--- src/hw/rtl/socd_pkg.sv ---
// Shared types and constants for the SOCD direction cleaner.
// Holds the action masks, the mode and winner codes and the input item struct.
// No dependencies.
package socd_pkg;

  localparam int unsigned WordW = 32;

  localparam logic [WordW-1:0] MaskUp      = 32'h0000_0010;
  localparam logic [WordW-1:0] MaskDown    = 32'h0000_0020;
  localparam logic [WordW-1:0] MaskLeft    = 32'h0000_0040;
  localparam logic [WordW-1:0] MaskRight   = 32'h0000_0080;
  localparam logic [WordW-1:0] MaskFocus   = 32'h0000_0004;
  localparam logic [WordW-1:0] MaskShoot   = 32'h0000_8101;
  localparam logic [WordW-1:0] MaskBomb    = 32'h0000_0202;
  localparam logic [WordW-1:0] MaskSkip    = 32'h0000_0100;
  localparam logic [WordW-1:0] MaskConfirm = 32'h0000_0100;
  localparam logic [WordW-1:0] RemapMask   = MaskUp | MaskDown | MaskLeft | MaskRight |
                                             MaskFocus | MaskShoot | MaskBomb | MaskSkip |
                                             MaskConfirm;

  typedef enum logic [1:0] {
    MODE_BOTH    = 2'd0,
    MODE_LAST    = 2'd1,
    MODE_FIRST   = 2'd2,
    MODE_NEUTRAL = 2'd3
  } mode_e;

  typedef enum logic [1:0] {
    WIN_NONE = 2'd0,
    WIN_NEG  = 2'd1,
    WIN_POS  = 2'd2
  } win_e;

  typedef struct packed {
    logic [WordW-1:0] native_actions;
    logic             up_held;
    logic             down_held;
    logic             left_held;
    logic             right_held;
    logic             focus_held;
    logic             shoot_held;
    logic             bomb_held;
    logic             skip_held;
    logic             confirm_held;
    logic             replay_playback;
    logic             binding_capture;
  } in_item_t;

endpackage

--- src/hw/rtl/socd_axis.sv ---
// SOCD resolver for one axis: previous held bits and the current winner.
// Depends on socd_pkg for the mode and winner codes.
module socd_axis (
  input  logic            clk_i,
  input  logic            rst_ni,
  input  socd_pkg::mode_e mode_i,
  input  logic            en_i,
  input  logic            clr_i,
  input  logic            neg_i,
  input  logic            pos_i,
  output logic            neg_o,
  output logic            pos_o
);
  import socd_pkg::*;

  logic neg_was_q, pos_was_q;
  win_e win_q, win_d;
  win_e win_pick;
  logic rise_neg, rise_pos, may_take;

  assign rise_neg = neg_i & ~neg_was_q;
  assign rise_pos = pos_i & ~pos_was_q;
  assign may_take = (mode_i == MODE_LAST) || (win_q == WIN_NONE);

  always_comb begin
    win_pick = win_q;
    if (may_take && (rise_neg != rise_pos)) begin
      win_pick = rise_neg ? WIN_NEG : WIN_POS;
    end
  end

  always_comb begin
    win_d = win_q;
    neg_o = 1'b0;
    pos_o = 1'b0;
    case ({neg_i, pos_i})
      2'b00: win_d = WIN_NONE;
      2'b10: begin
        win_d = WIN_NEG;
        neg_o = 1'b1;
      end
      2'b01: begin
        win_d = WIN_POS;
        pos_o = 1'b1;
      end
      default: begin
        if (mode_i == MODE_BOTH) begin
          neg_o = 1'b1;
          pos_o = 1'b1;
        end else if (mode_i == MODE_NEUTRAL) begin
          win_d = WIN_NONE;
        end else begin
          win_d = win_pick;
          neg_o = (win_pick == WIN_NEG);
          pos_o = (win_pick == WIN_POS);
        end
      end
    endcase
  end

  always_ff @(posedge clk_i or negedge rst_ni) begin
    if (!rst_ni) begin
      neg_was_q <= 1'b0;
      pos_was_q <= 1'b0;
      win_q     <= WIN_NONE;
    end else if (clr_i) begin
      neg_was_q <= 1'b0;
      pos_was_q <= 1'b0;
      win_q     <= WIN_NONE;
    end else if (en_i) begin
      neg_was_q <= neg_i;
      pos_was_q <= pos_i;
      win_q     <= win_d;
    end
  end

  a_clear: assert property (@(posedge clk_i) disable iff (!rst_ni)
    clr_i |=> (win_q == WIN_NONE) && !neg_was_q && !pos_was_q)
    else $error("axis state not cleared after mode write");

  a_neutral: assert property (@(posedge clk_i) disable iff (!rst_ni)
    (en_i && !clr_i && neg_i && pos_i && mode_i == MODE_NEUTRAL) |=> (win_q == WIN_NONE))
    else $error("neutral mode kept a winner");

  a_both_only_in_both_mode: assert property (@(posedge clk_i) disable iff (!rst_ni)
    (neg_o && pos_o) |-> (mode_i == MODE_BOTH))
    else $error("both directions passed outside both-pass mode");

endmodule

--- src/hw/rtl/socd_direction_cleaner.sv ---
// Top level of the SOCD direction cleaner: input register, merge logic, result register.
// Depends on socd_pkg and socd_axis.
//
// Usage: each input transfer carries one polled action word and nine button bits;
// each one yields exactly one output transfer with the cleaned word. Both channels
// use valid/stall: a transfer happens on a rising edge with valid high and stall low.
// An item goes from its input transfer through the input register, then the result
// register. Throughput is one item per cycle while out_stall_i is low; the two registers
// form a two-entry pipeline that only advances when the result register is empty or
// being taken, so an output stall backs up into in_stall_o after at most two items.
// The per-axis SOCD state is updated as an item that is neither replay playback nor
// binding capture moves into the result register, which keeps the updates in item order.
// The configuration channel writes socd_mode; cfg_ready_o is always high and any write
// clears the axis state. Writes are expected only while idle.
// Reset clears both pipeline valid flags, the axis state and sets socd_mode to
// both-pass.
module socd_direction_cleaner (
  input  logic                      clk_i,
  input  logic                      rst_ni,
  input  logic                      cfg_valid_i,
  output logic                      cfg_ready_o,
  input  logic [1:0]                cfg_data_i,
  input  logic                      in_valid_i,
  output logic                      in_stall_o,
  input  logic [socd_pkg::WordW-1:0] native_actions_i,
  input  logic                      up_held_i,
  input  logic                      down_held_i,
  input  logic                      left_held_i,
  input  logic                      right_held_i,
  input  logic                      focus_held_i,
  input  logic                      shoot_held_i,
  input  logic                      bomb_held_i,
  input  logic                      skip_held_i,
  input  logic                      confirm_held_i,
  input  logic                      replay_playback_i,
  input  logic                      binding_capture_i,
  output logic                      out_valid_o,
  input  logic                      out_stall_i,
  output logic [socd_pkg::WordW-1:0] merged_actions_o
);
  import socd_pkg::*;

  mode_e    mode_q;
  logic     cfg_wr;
  in_item_t item_q;
  logic     item_valid_q;
  logic     out_valid_q;
  logic [WordW-1:0] out_q, out_d;
  logic     advance, in_xfer, axis_en;
  logic     up_bit, down_bit, left_bit, right_bit;

  assign cfg_ready_o = 1'b1;
  assign cfg_wr      = cfg_valid_i & cfg_ready_o;

  assign advance    = !out_valid_q || !out_stall_i;
  assign in_stall_o = item_valid_q && !advance;
  assign in_xfer    = in_valid_i && !in_stall_o;
  assign axis_en    = item_valid_q && advance &&
                      !item_q.replay_playback && !item_q.binding_capture;

  always_ff @(posedge clk_i or negedge rst_ni) begin
    if (!rst_ni) begin
      mode_q <= MODE_BOTH;
    end else if (cfg_wr) begin
      mode_q <= mode_e'(cfg_data_i);
    end
  end

  always_ff @(posedge clk_i or negedge rst_ni) begin
    if (!rst_ni) begin
      item_valid_q <= 1'b0;
      out_valid_q  <= 1'b0;
    end else begin
      // An empty input register takes a transfer even while the result is stalled.
      if (advance || !item_valid_q) begin
        item_valid_q <= in_xfer;
      end
      if (advance) begin
        out_valid_q  <= item_valid_q;
      end
    end
  end

  always_ff @(posedge clk_i) begin
    if (in_xfer) begin
      item_q.native_actions  <= native_actions_i;
      item_q.up_held         <= up_held_i;
      item_q.down_held       <= down_held_i;
      item_q.left_held       <= left_held_i;
      item_q.right_held      <= right_held_i;
      item_q.focus_held      <= focus_held_i;
      item_q.shoot_held      <= shoot_held_i;
      item_q.bomb_held       <= bomb_held_i;
      item_q.skip_held       <= skip_held_i;
      item_q.confirm_held    <= confirm_held_i;
      item_q.replay_playback <= replay_playback_i;
      item_q.binding_capture <= binding_capture_i;
    end
    if (advance && item_valid_q) begin
      out_q <= out_d;
    end
  end

  socd_axis u_vert (
    .clk_i  (clk_i),
    .rst_ni (rst_ni),
    .mode_i (mode_q),
    .en_i   (axis_en),
    .clr_i  (cfg_wr),
    .neg_i  (item_q.up_held),
    .pos_i  (item_q.down_held),
    .neg_o  (up_bit),
    .pos_o  (down_bit)
  );

  socd_axis u_horiz (
    .clk_i  (clk_i),
    .rst_ni (rst_ni),
    .mode_i (mode_q),
    .en_i   (axis_en),
    .clr_i  (cfg_wr),
    .neg_i  (item_q.left_held),
    .pos_i  (item_q.right_held),
    .neg_o  (left_bit),
    .pos_o  (right_bit)
  );

  always_comb begin
    if (item_q.replay_playback) begin
      out_d = item_q.native_actions;
    end else begin
      out_d = item_q.native_actions & ~RemapMask;
      if (!item_q.binding_capture) begin
        out_d = out_d
              | (up_bit                ? MaskUp      : '0)
              | (down_bit              ? MaskDown    : '0)
              | (left_bit              ? MaskLeft    : '0)
              | (right_bit             ? MaskRight   : '0)
              | (item_q.focus_held     ? MaskFocus   : '0)
              | (item_q.shoot_held     ? MaskShoot   : '0)
              | (item_q.bomb_held      ? MaskBomb    : '0)
              | (item_q.skip_held      ? MaskSkip    : '0)
              | (item_q.confirm_held   ? MaskConfirm : '0);
      end
    end
  end

  assign out_valid_o      = out_valid_q;
  assign merged_actions_o = out_q;

  a_item_held: assert property (@(posedge clk_i) disable iff (!rst_ni)
    in_stall_o |=> item_valid_q && $stable(item_q))
    else $error("stalled item in the input register was lost or changed");

  a_result_held: assert property (@(posedge clk_i) disable iff (!rst_ni)
    (out_valid_q && out_stall_i) |=> out_valid_q && $stable(out_q))
    else $error("stalled result was lost or changed");

  a_stall_only_when_full: assert property (@(posedge clk_i) disable iff (!rst_ni)
    in_stall_o |-> (item_valid_q && out_valid_q && out_stall_i))
    else $error("input stalled while the pipeline had room");

endmodule
--- config.mk ---
export PLATFORM = sky130hd
export DESIGN_NAME = socd_direction_cleaner
export DESIGN_NICKNAME = d
export VERILOG_FILES = /design/src/hw/rtl/socd_pkg.sv /design/src/hw/rtl/socd_axis.sv /design/src/hw/rtl/socd_direction_cleaner.sv
export SDC_FILE = /design/constraint.sdc
export NUM_CORES = 1
export LEC_CHECK = 0
export BUFFER_PORTS_ARGS = -buffer_cell sky130_fd_sc_hd__buf_2
export CORE_MARGIN = 2
export CORE_UTILIZATION = 45
export DETAILED_ROUTE_END_ITERATION = 12
export PLACE_DENSITY_LB_ADDON = 0.08
export SLEW_MARGIN = 20
export SYNTH_ARGS = -nofsm -noshare
export SYNTH_HDL_FRONTEND = slang
export SYNTH_SLANG_ARGS = --single-unit
--- constraint.sdc ---
create_clock -name clk_i -period 3.18 [get_ports clk_i]
set_clock_uncertainty 0.2 [all_clocks]
set_input_delay 0.318 -clock clk_i [delete_from_list [all_inputs] [get_ports clk_i]]
set_output_delay 0.318 -clock clk_i [all_outputs]
set_load 0.05 [all_outputs]
# Word-level counts from Yosys, hierarchy flattened
# Cells that the tools add are included.
[totals]
register_bits = 87
input_bits = 50
out_inout_bits = 35
[op_classes]
eq_ne = 14
n_mux = 45
bitwise_logic = 17
reduce_logical = 30
[op_table]
columns = ["op", "n"]
rows = [
  ["$mux 32", 2],
  ["$or 32x9->32", 2],
  ["$or 32x10->32", 1],
  ["$or 32x16->32", 1],
  ["$or 32x3->32", 1],
  ["$or 32x5->32", 1],
  ["$or 32x6->32", 1],
  ["$or 32x7->32", 1],
  ["$or 32x8->32", 1],
  ["$mux 2", 12],
  ["$mux 9", 2],
  ["$mux 1", 16],
  ["$mux 16", 1],
  ["$pmux 2 s3", 2],
  ["$eq 2x1->1 const B", 5],
  ["$eq 2x2->1 const B", 5],
  ["$logic_not 2->1", 5],
  ["$mux 10", 1],
  ["$ne 5x5->1 const B", 2],
  ["$mux 8", 1],
  ["$pmux 1 s2", 4],
  ["$reduce_or 2->1", 4],
  ["$logic_and 1x1->1", 7],
  ["$logic_not 1->1", 7],
  ["other kinds (10)", 21],
]

# Depth between registers and ports, before layout
# Gate-level depths: netlist of the first run.
[logic_depth]
depth_word = 21
depth_mapped = 6

# Modules after synthesis
# Synthesis of the first run repeated with hierarchy kept, for this count alone.
[hier_totals]
hier_cells = 204
hier_area_um2 = 3454.6
[by_module_without_submodules]
columns = ["module", "n_inst", "cells_per_inst", "area_each_um2"]
rows = [
  ["socd_direction_cleaner", 1, 106, 2548.7],
  ["socd_axis", 2, 49, 452.9],
]

# Least setup slack after synthesis of the first run
# Ideal clock, no wire load.
[synth_path]
kind = "reg2reg"
startpoint = "register out_valid_q, in the netlist out_valid_o"
endpoint = "register u_horiz.win_q[0]"
setup_ns = 0.137
arrival_ns = 3.043
t_required_ns = 2.843
path_slack_ns = -0.200
path_stages_with_launch = 5
n_path_buf = 0
period_less_slack_ns = 3.380
path_cell_list = "dfrtp_1 -> a21boi_1 -> a21oi_1 -> o21ai_0 -> o211ai_1"
[synth_between]
elab_chain_cells = 7
[synth_lines]
columns = ["element", "line", "text"]
rows = [
  ["start: declaration", "socd_direction_cleaner.sv:47", "logic out_valid_q;"],
  ["start signal: assignment", "socd_direction_cleaner.sv:79", "out_valid_q <= item_valid_q;"],
  ["$logic_not 1->1", "socd_direction_cleaner.sv:55", "assign advance = !out_valid_q || !out_stall_i;"],
  ["$logic_or 1x1->1", "socd_direction_cleaner.sv:55", ""],
  ["$logic_and 1x1->1 (2 in a row)", "socd_direction_cleaner.sv:58", "assign axis_en = item_valid_q && advance &&"],
  ["$logic_and 1x1->1", "socd_direction_cleaner.sv:59", "!item_q.replay_playback && !item_q.binding_capture;"],
  ["$reduce_bool 2->1 (no source line)", "--", ""],
  ["$reduce_and 2->1 (no source line)", "--", ""],
  ["end signal: assignment", "socd_axis.sv:73", "win_q <= win_d;"],
  ["end: declaration", "socd_axis.sv:17", "win_e win_q, win_d;"],
]
# Every way passes these cells.
# A chain may end at the register's enable or synchronous reset.

# Final worst setup path of the first run
[layout_path]
startpoint = "input port in_valid_i"
endpoint = "register item_q[9] (netlist bit), enable pin"
[layout_between]
elab_chain_cells = 1
[layout_lines]
columns = ["element", "line", "text"]
rows = [
  ["start: declaration", "socd_direction_cleaner.sv:23", "input logic in_valid_i,"],
  ["$logic_and 1x1->1", "socd_direction_cleaner.sv:57", "assign in_xfer = in_valid_i && !in_stall_o;"],
  ["via in_xfer", "socd_direction_cleaner.sv:49", "logic advance, in_xfer, axis_en;"],
  ["end: declaration", "socd_direction_cleaner.sv:45", "in_item_t item_q;"],
]
# The timed path passes the listed nets, and every way through them passes these cells.

==> run summary, run 1 <==
Hold buffers post-CTS: 47
CTS clock-pin slew for the worst setup and hold paths: 0.09 ns
RR Startpoint: out_valid_o
Pwr/cell area: 536 nW/µm²
Minimum clock period: 1.97 ns
CTS tree: yes
Post-synth cell types: 34
Synthesized netlist cell count: 213
Worst-Skew Late Latency: 0.35 ns
Syn. warnings: 0
Flops & latches, synth: 87
Row count: 31
RSZ-0062 raised after global routing: no
Final slew viol count: 0
CP Class: in2reg
PortBufs: 83
Final-stage net count: 409
Via count: 2234
Critical Path, Cell by Cell: dlygate4sd3_1 -> buf_2 -> and2_2
CTS Buf Count: 9
Min-delay src: cfg_valid_i
Vias in the first global route: 2253
Top cell type's share of synthesized area: 65.8%
Sequential fraction of the synthesis area: 74.6%
Critical Path Fanout Max: 43
Max_slew headroom: 35.0%
# resized after CTS: 0
Fin crit share: 62.1%
H-tree depth: 3
Post-CTS Setup Bufs: 0
Fill cell count: 573
Area leader, netlist: edfxtp_1
Worst reg-to-reg path cell count: 2
CP Data Arrival Time: 1.75 ns
Antenna violations before repair: 0
Synth top area cells: edfxtp_1 (66%), dfrtp_1 (8.8%), ha_1 (3.7%)
Die ar.: 8320 µm²
Share of cells above drive strength 1: 32.2%
Starting density of the core: 46.9%
VDD IR max: 272 µV
Sequential Area: 2550 µm²
Setup crit end: item_q[9]
First-pass GRT wire length: 10.8 mm
Critical Path Source: in_valid_i
Syn_nets: 273
Antenna viol nets, final: 0
Worst hold path type: in2reg
CP Launch Type: input pin
Slew @ Worst Pin: 0.975 ns
Final antenna diode count: 0
Footprint of the multi-input gates: 818 µm²
Clock root cell: clkbuf_8
Leakage power: 1.85 nW
Clock Tree Buf Depth: 2
CTS sink count: 87
# IOs: 85
Grt ovf: 0
Die width: 91.2 µm
CP required: 2.95 ns
Synth-to-Final Area Change: 34.7%
Max-cap viol count: 0
Synthesized area per cell: 16.1 µm²
Syn Std Cell Area: 3420 µm²
TNS Setup: 0 ns
Post-route DRC: 0
Crit path capture type: flop
Via-to-Cell Ratio: 4.93
Core box area: 7290 µm²
Routed length per placed instance: 14.8 µm
FF-to-FF setup slack: 1.21 ns
Crit-path max cell delay: 0.78 ns
Setup ws final: 1.21 ns
Final hold violations: 0
DRT iter0 DRCs: 110
Hpwl dp: 4.31 mm
TritonRoute pass-1 iters: 5
Slowest CP cell: and2_2
Drt total wl: 6.70 mm
Largest net degree at the start of global routing: 44
Post-Place Setup Slack: 1.17 ns
Worst reg2reg endpoint: item_q[9]
Overall Global Routing Usage: 17.1%
Placer Congestion: 0.775
Finish-stage setup viols: 0
Die height: 91.2 µm
Run status: finished clean
Max Clock Freq: 506 MHz
-- layer usage --
metal	share of wire, %	vias up	GRT usage (%)
li1	-	1105	-
met5	0	-	0
met2	50	80	28.8
met1	43	1043	21.3
met3	5.7	6	4.15
met4	0.88	0	6.82
-- synthesized netlist by cell type, drive strengths merged --
library cell and instances:
nand2b 5, or3 3, nand3 3, inv 7, nand4b 4, ha 10, and2 1, o21ai 17
a21boi 1, clkbuf 2, mux2 1, nor2 5, o31ai 1, nor3 3, a22o 9, a21o 5
and3b 1, conb 1, o22ai 4, nand2 2, a211oi 4, dfrtp 12, o211ai 4, o311a 4
edfxtp 75, buf 4, nor2b 8, a21oi 17
-- final cells by class --
| cell class | instances | share of cell area (%) |
|---|---|---|
| Multi-Input combinational cell | 113 | 17.7 |
| Timing Repair Buffer | 131 | 19.4 |
| Sequential cell | 87 | 55.4 |
| Inverter | 7 | 0.570 |
| Tap cell | 99 | 2.69 |
| Clock buffer | 9 | 2.69 |
| Clock inverter | 7 | 1.57 |
-- registers in the layout (all words and copies together), names as in the netlist, 2 cells and up --
| name | count |
|---|---|
| merged_actions_o | 32 |
| u_vert.win_q | 2 |
| mode_q | 2 |
| item_q | 43 |
| u_horiz.win_q | 2 |
-- power breakdown --
part	switching, mW	internal (mW)
logic	0.238	0.127
clock network	0.425	0.308
registers	0.0383	1.33
total	0.701	1.77
-- cell usage in the layout (no fill, tap or decap), drive strengths merged --
cell,netlist,final
a22o,9,9
dlygate4sd3,0,47
inv,7,11
nand3,3,3
nand2,2,2
a21o,5,5
or3,3,3
edfxtp,75,75
a21oi,17,17
o22ai,4,4
nor2b,8,8
clkinv,0,2
nand4b,4,4
ha,10,10
o311a,4,4
dfrtp,12,12
and3b,1,1
clkbuf,2,9
o211ai,4,4
conb,1,1
a211oi,4,4
nand2b,5,5
a21boi,1,1
o21ai,17,17
clkinvlp,0,1
and2,1,1
o31ai,1,1
mux2,1,1
buf,4,84
nor2,5,5
nor3,3,3
-- kinds of logic after synthesis --
| kind of cell | Yosys count | share of synthesized area [%] |
|---|---|---|
| AO/OA/AOI/OAI | 66 | 12.6 |
| adder cells (fa/ha/maj) | 10 | 3.65 |
| buffers and inverters | 13 | 1.90 |
| flip-flops | 87 | 74.6 |
| multiplexers | 1 | 0.329 |
| other | 1 | 0.110 |
| AND/OR/NAND/NOR | 35 | 6.83 |
-- how the worst min path moves through the flow --
| stage | to | slack, ns | depth (start not counted) |
|---|---|---|---|
| floorplan | item_valid_q | -0.18 | 0 |
| global placement | u_vert.neg_was_q | 0.02 | 1 |
| detailed placement | u_vert.neg_was_q | 0.02 | 1 |
| CTS | mode_q[0] | 0.01 | 2 |
| global route | mode_q[0] | 0.03 | 2 |
| finish | mode_q[0] | 0.04 | 2 |
-- worst max-delay path, delay by kind of cell --
family                 cells  cell delay, ns
buffers and inverters      2            0.62
AND/OR/NAND/NOR            1            0.78
-- metrics by stage --
stage / std cells / util [%] / area [µm²] / total power, mW / hold WS [ns]
after floorplan: 213 / - / 3430 / 1.62 / -0.178
after global placement: 390 / 54.1 / 3940 / 1.71 / 0.0162
after detailed placement: 390 / 54.1 / 3940 / 1.72 / 0.0164
after CTS: 453 / 63.2 / 4610 / 2.49 / 0.0126
after global routing: 453 / 63.2 / 4610 / 2.57 / 0.0310
final: 453 / 63.2 / 4610 / 2.47 / 0.0370
Note: power is estimated with default switching activity, not from simulation.
==> run 2, diff against run 1 <==
- clock period: 3.18 -> 1.6 ns (I/O delays scaled with it)
==> run 2 against run 1 <==
Effect of this change:
- utilization grew 6.3 points
- the flow now finishes with violations (setup timing)
- setup slack lost 1.3 ns
- clock-buffer cell count grew 1
- critical endpoint is now u_horiz.win_q[0]
==> run summary, run 2 (synthesized netlist as in run 1, its figures left out) <==
Run status: complete, but fails checks (was finished clean)
Critical Path Fanout Max: 4 (was 43)
Most flops, register: item_q (unchanged)
TritonRoute pass-1 iters: 4 (was 5)
Most frequent cells in the layout: buf_2 (82), edfxtp_1 (75), dlygate4sd3_1 (50) (was buf_2 (83), edfxtp_1 (75), dlygate4sd3_1 (47))
Die width: 91.2 µm (unchanged)
Final slew viol count: 0 (unchanged)
Worst reg2reg endpoint: u_horiz.win_q[0] (was item_q[9])
Total chip power: 4.99 mW (was 2.47 mW)
Clock root cell: clkbuf_8 (unchanged)
Final-stage net count: 446 (was 409)
Antenna viol nets, final: 0 (unchanged)
Via count: 2422 (was 2234)
Worst hold path type: in2async (was in2reg)
CP required: 1.62 ns (was 2.95 ns)
Setup ws final: -0.115 ns (was 1.21 ns)
Finish-stage setup viols: 7 (was 0)
Placed insts: 421 (was 390)
CTS Buf Count: 9 (unchanged)
CTS clock-pin slew for the worst setup and hold paths: 0.09 ns (about the same)
Max reg flops: 43 (unchanged)
Fill cell count: 505 (was 573)
Final antenna diode count: 0 (unchanged)
CP Class: reg2reg (was in2reg)
Largest net degree at the start of global routing: 24 (was 44)
Max Clock Freq: 583 MHz
Row count: 31 (unchanged)
Antenna violations before repair: 0 (unchanged)
Crit path capture type: flop (unchanged)
Crit-path max cell delay: 0.42 ns (was 0.78 ns)
RSZ-0062 raised after global routing: yes (was no)
Die height: 91.2 µm (unchanged)
Minimum clock period: 1.71 ns
Slowest CP cell: or3_4 (was and2_2)
Hpwl dp: 4.71 mm (was 4.31 mm)
Drt total wl: 7.36 mm (was 6.70 mm)
DRT iter0 DRCs: 84 (was 110)
Worst reg-to-reg path cell count: 4 (was 2)
PortBufs: 83 (unchanged)
Core box area: 7290 µm² (unchanged)
Core Util, Final: 69.5% (was 63.2%)
CP Buf/Inv Count: 0 (was 2)
Die ar.: 8320 µm² (unchanged)
Most common cell after layout, fill and taps aside: buf_2 (unchanged)
Clock Tree Buf Depth: 2 (unchanged)
Post-Place Setup Slack: -0.0858 ns (was 1.17 ns)
Sequential Area: 2550 µm² (about the same)
Fin crit share: 107%
WHS: 0.0283 ns (was 0.0370 ns)
Grt ovf: 0 (unchanged)
Overall Global Routing Usage: 18.6% (was 17.1%)
Vias in the first global route: 2466 (was 2253)
CP Data Arrival Time: 1.73 ns (was 1.75 ns)
H-tree depth: 3 (unchanged)
First-pass GRT wire length: 11.7 mm (was 10.8 mm)
Max-cap viol count: 0 (unchanged)
CP Launch Type: flop (was input pin)
Post-route DRC: 0 (unchanged)
CTS tree: yes (unchanged)
Share of cells above drive strength 1: 43.5% (was 32.2%)
Kind of cell adding the most delay to the critical path: simple AND/OR/NAND/NOR gates (unchanged)
Footprint of the multi-input gates: 950 µm² (was 818 µm²)
Starting density of the core: 46.9% (unchanged)
VDD IR max: 630 µV (was 272 µV)
Routed length per placed instance: 15.0 µm (was 14.8 µm)
Failing checks: setup timing
Placer Congestion: 0.841 (was 0.775)
Finished Layout Cells: 490 (was 453)
Synth-to-Final Area Change: 48.1% (was 34.7%)
Via-to-Cell Ratio: 4.94 (was 4.93)
Most numerous cell on the critical path: or3_4
# IOs: 85 (unchanged)
Leakage power: 2.05 nW (was 1.85 nW)
FF-to-FF setup slack: -0.11 ns (was 1.21 ns)
RR Startpoint: mode_q[0] (was out_valid_o)
Pwr/cell area: 984 nW/µm² (was 536 nW/µm²)
CTS sink count: 87 (unchanged)
Critical Path, Cell by Cell: or3_4 -> or3_4 -> nand4b_1 -> o211ai_1 (was dlygate4sd3_1 -> buf_2 -> and2_2)
Worst-Skew Late Latency: 0.35 ns (about the same)
Final hold violations: 0 (unchanged)
run 2: through the flow:
| stage | setup TNS, ns | area, µm² |
|---|---|---|
| 2_1_floorplan | -11.70 | 3450 |
| 3_3_place_gp | -0.219 | 4210 |
| 3_5_place_dp | -0.364 | 4210 |
| 4_1_cts | -0.341 | 5010 |
| 5_1_grt | -0.866 | 5070 |
| 6_report | -0.446 | 5070 |
run 2: worst max path at each step:
stage	end	cells after the start	startpoint	slack, ns
floorplan	u_horiz.win_q[0]	5	out_valid_o	-0.53
detailed placement	u_horiz.win_q[0]	5	item_q[7]	-0.09
finish	u_horiz.win_q[0]	4	mode_q[0]	-0.11
global route	merged_actions_o[7]	6	item_q[7]	-0.15
CTS	u_horiz.win_q[0]	4	mode_q[0]	-0.09
global placement	u_horiz.win_q[0]	5	item_q[8]	-0.06
run 2: layout make-up:
type / instances / area share [%]
clock inverter: 6 / 1.06
timing repair buffer: 168 / 24.3
clock buffer: 10 / 2.52
multi-input combinational: 113 / 18.7
tap: 99 / 2.44
inverter: 7 / 0.518
sequential: 87 / 50.4
run 2: worst register-to-register path, cell delays in order, from the launching register on:
cell and delay, ns:
dfrtp_1 0.38, or3_4 0.42, or3_4 0.36, nand4b_1 0.12, o211ai_1 0.11
run 2: power breakdown:
part / internal [mW] / switching, mW
Clock: 0.588 / 0.790
Sequential: 2.65 / 0.0559
Combinational: 0.368 / 0.539
Total: 3.61 / 1.38
run 2: metal layers:
layer / global-route usage, % / part of all wire (%)
met2: 30.8 / 50
met4: 9.60 / 2.7
met5: 0 / 0
met1: 22.2 / 42
met3: 5.23 / 5.5
run 2: what timing repair did:
| action | CTS | global route |
|---|---|---|
| hold buffers | 51 | 0 |
| setup endpoints to repair | 9 | 33 |
| setup buffers | 3 | 1 |
| pin swaps | 5 | 3 |
| hold endpoints to repair | 59 | 0 |
| gates cloned | 0 | 0 |
| resized for setup | 29 | 14 |
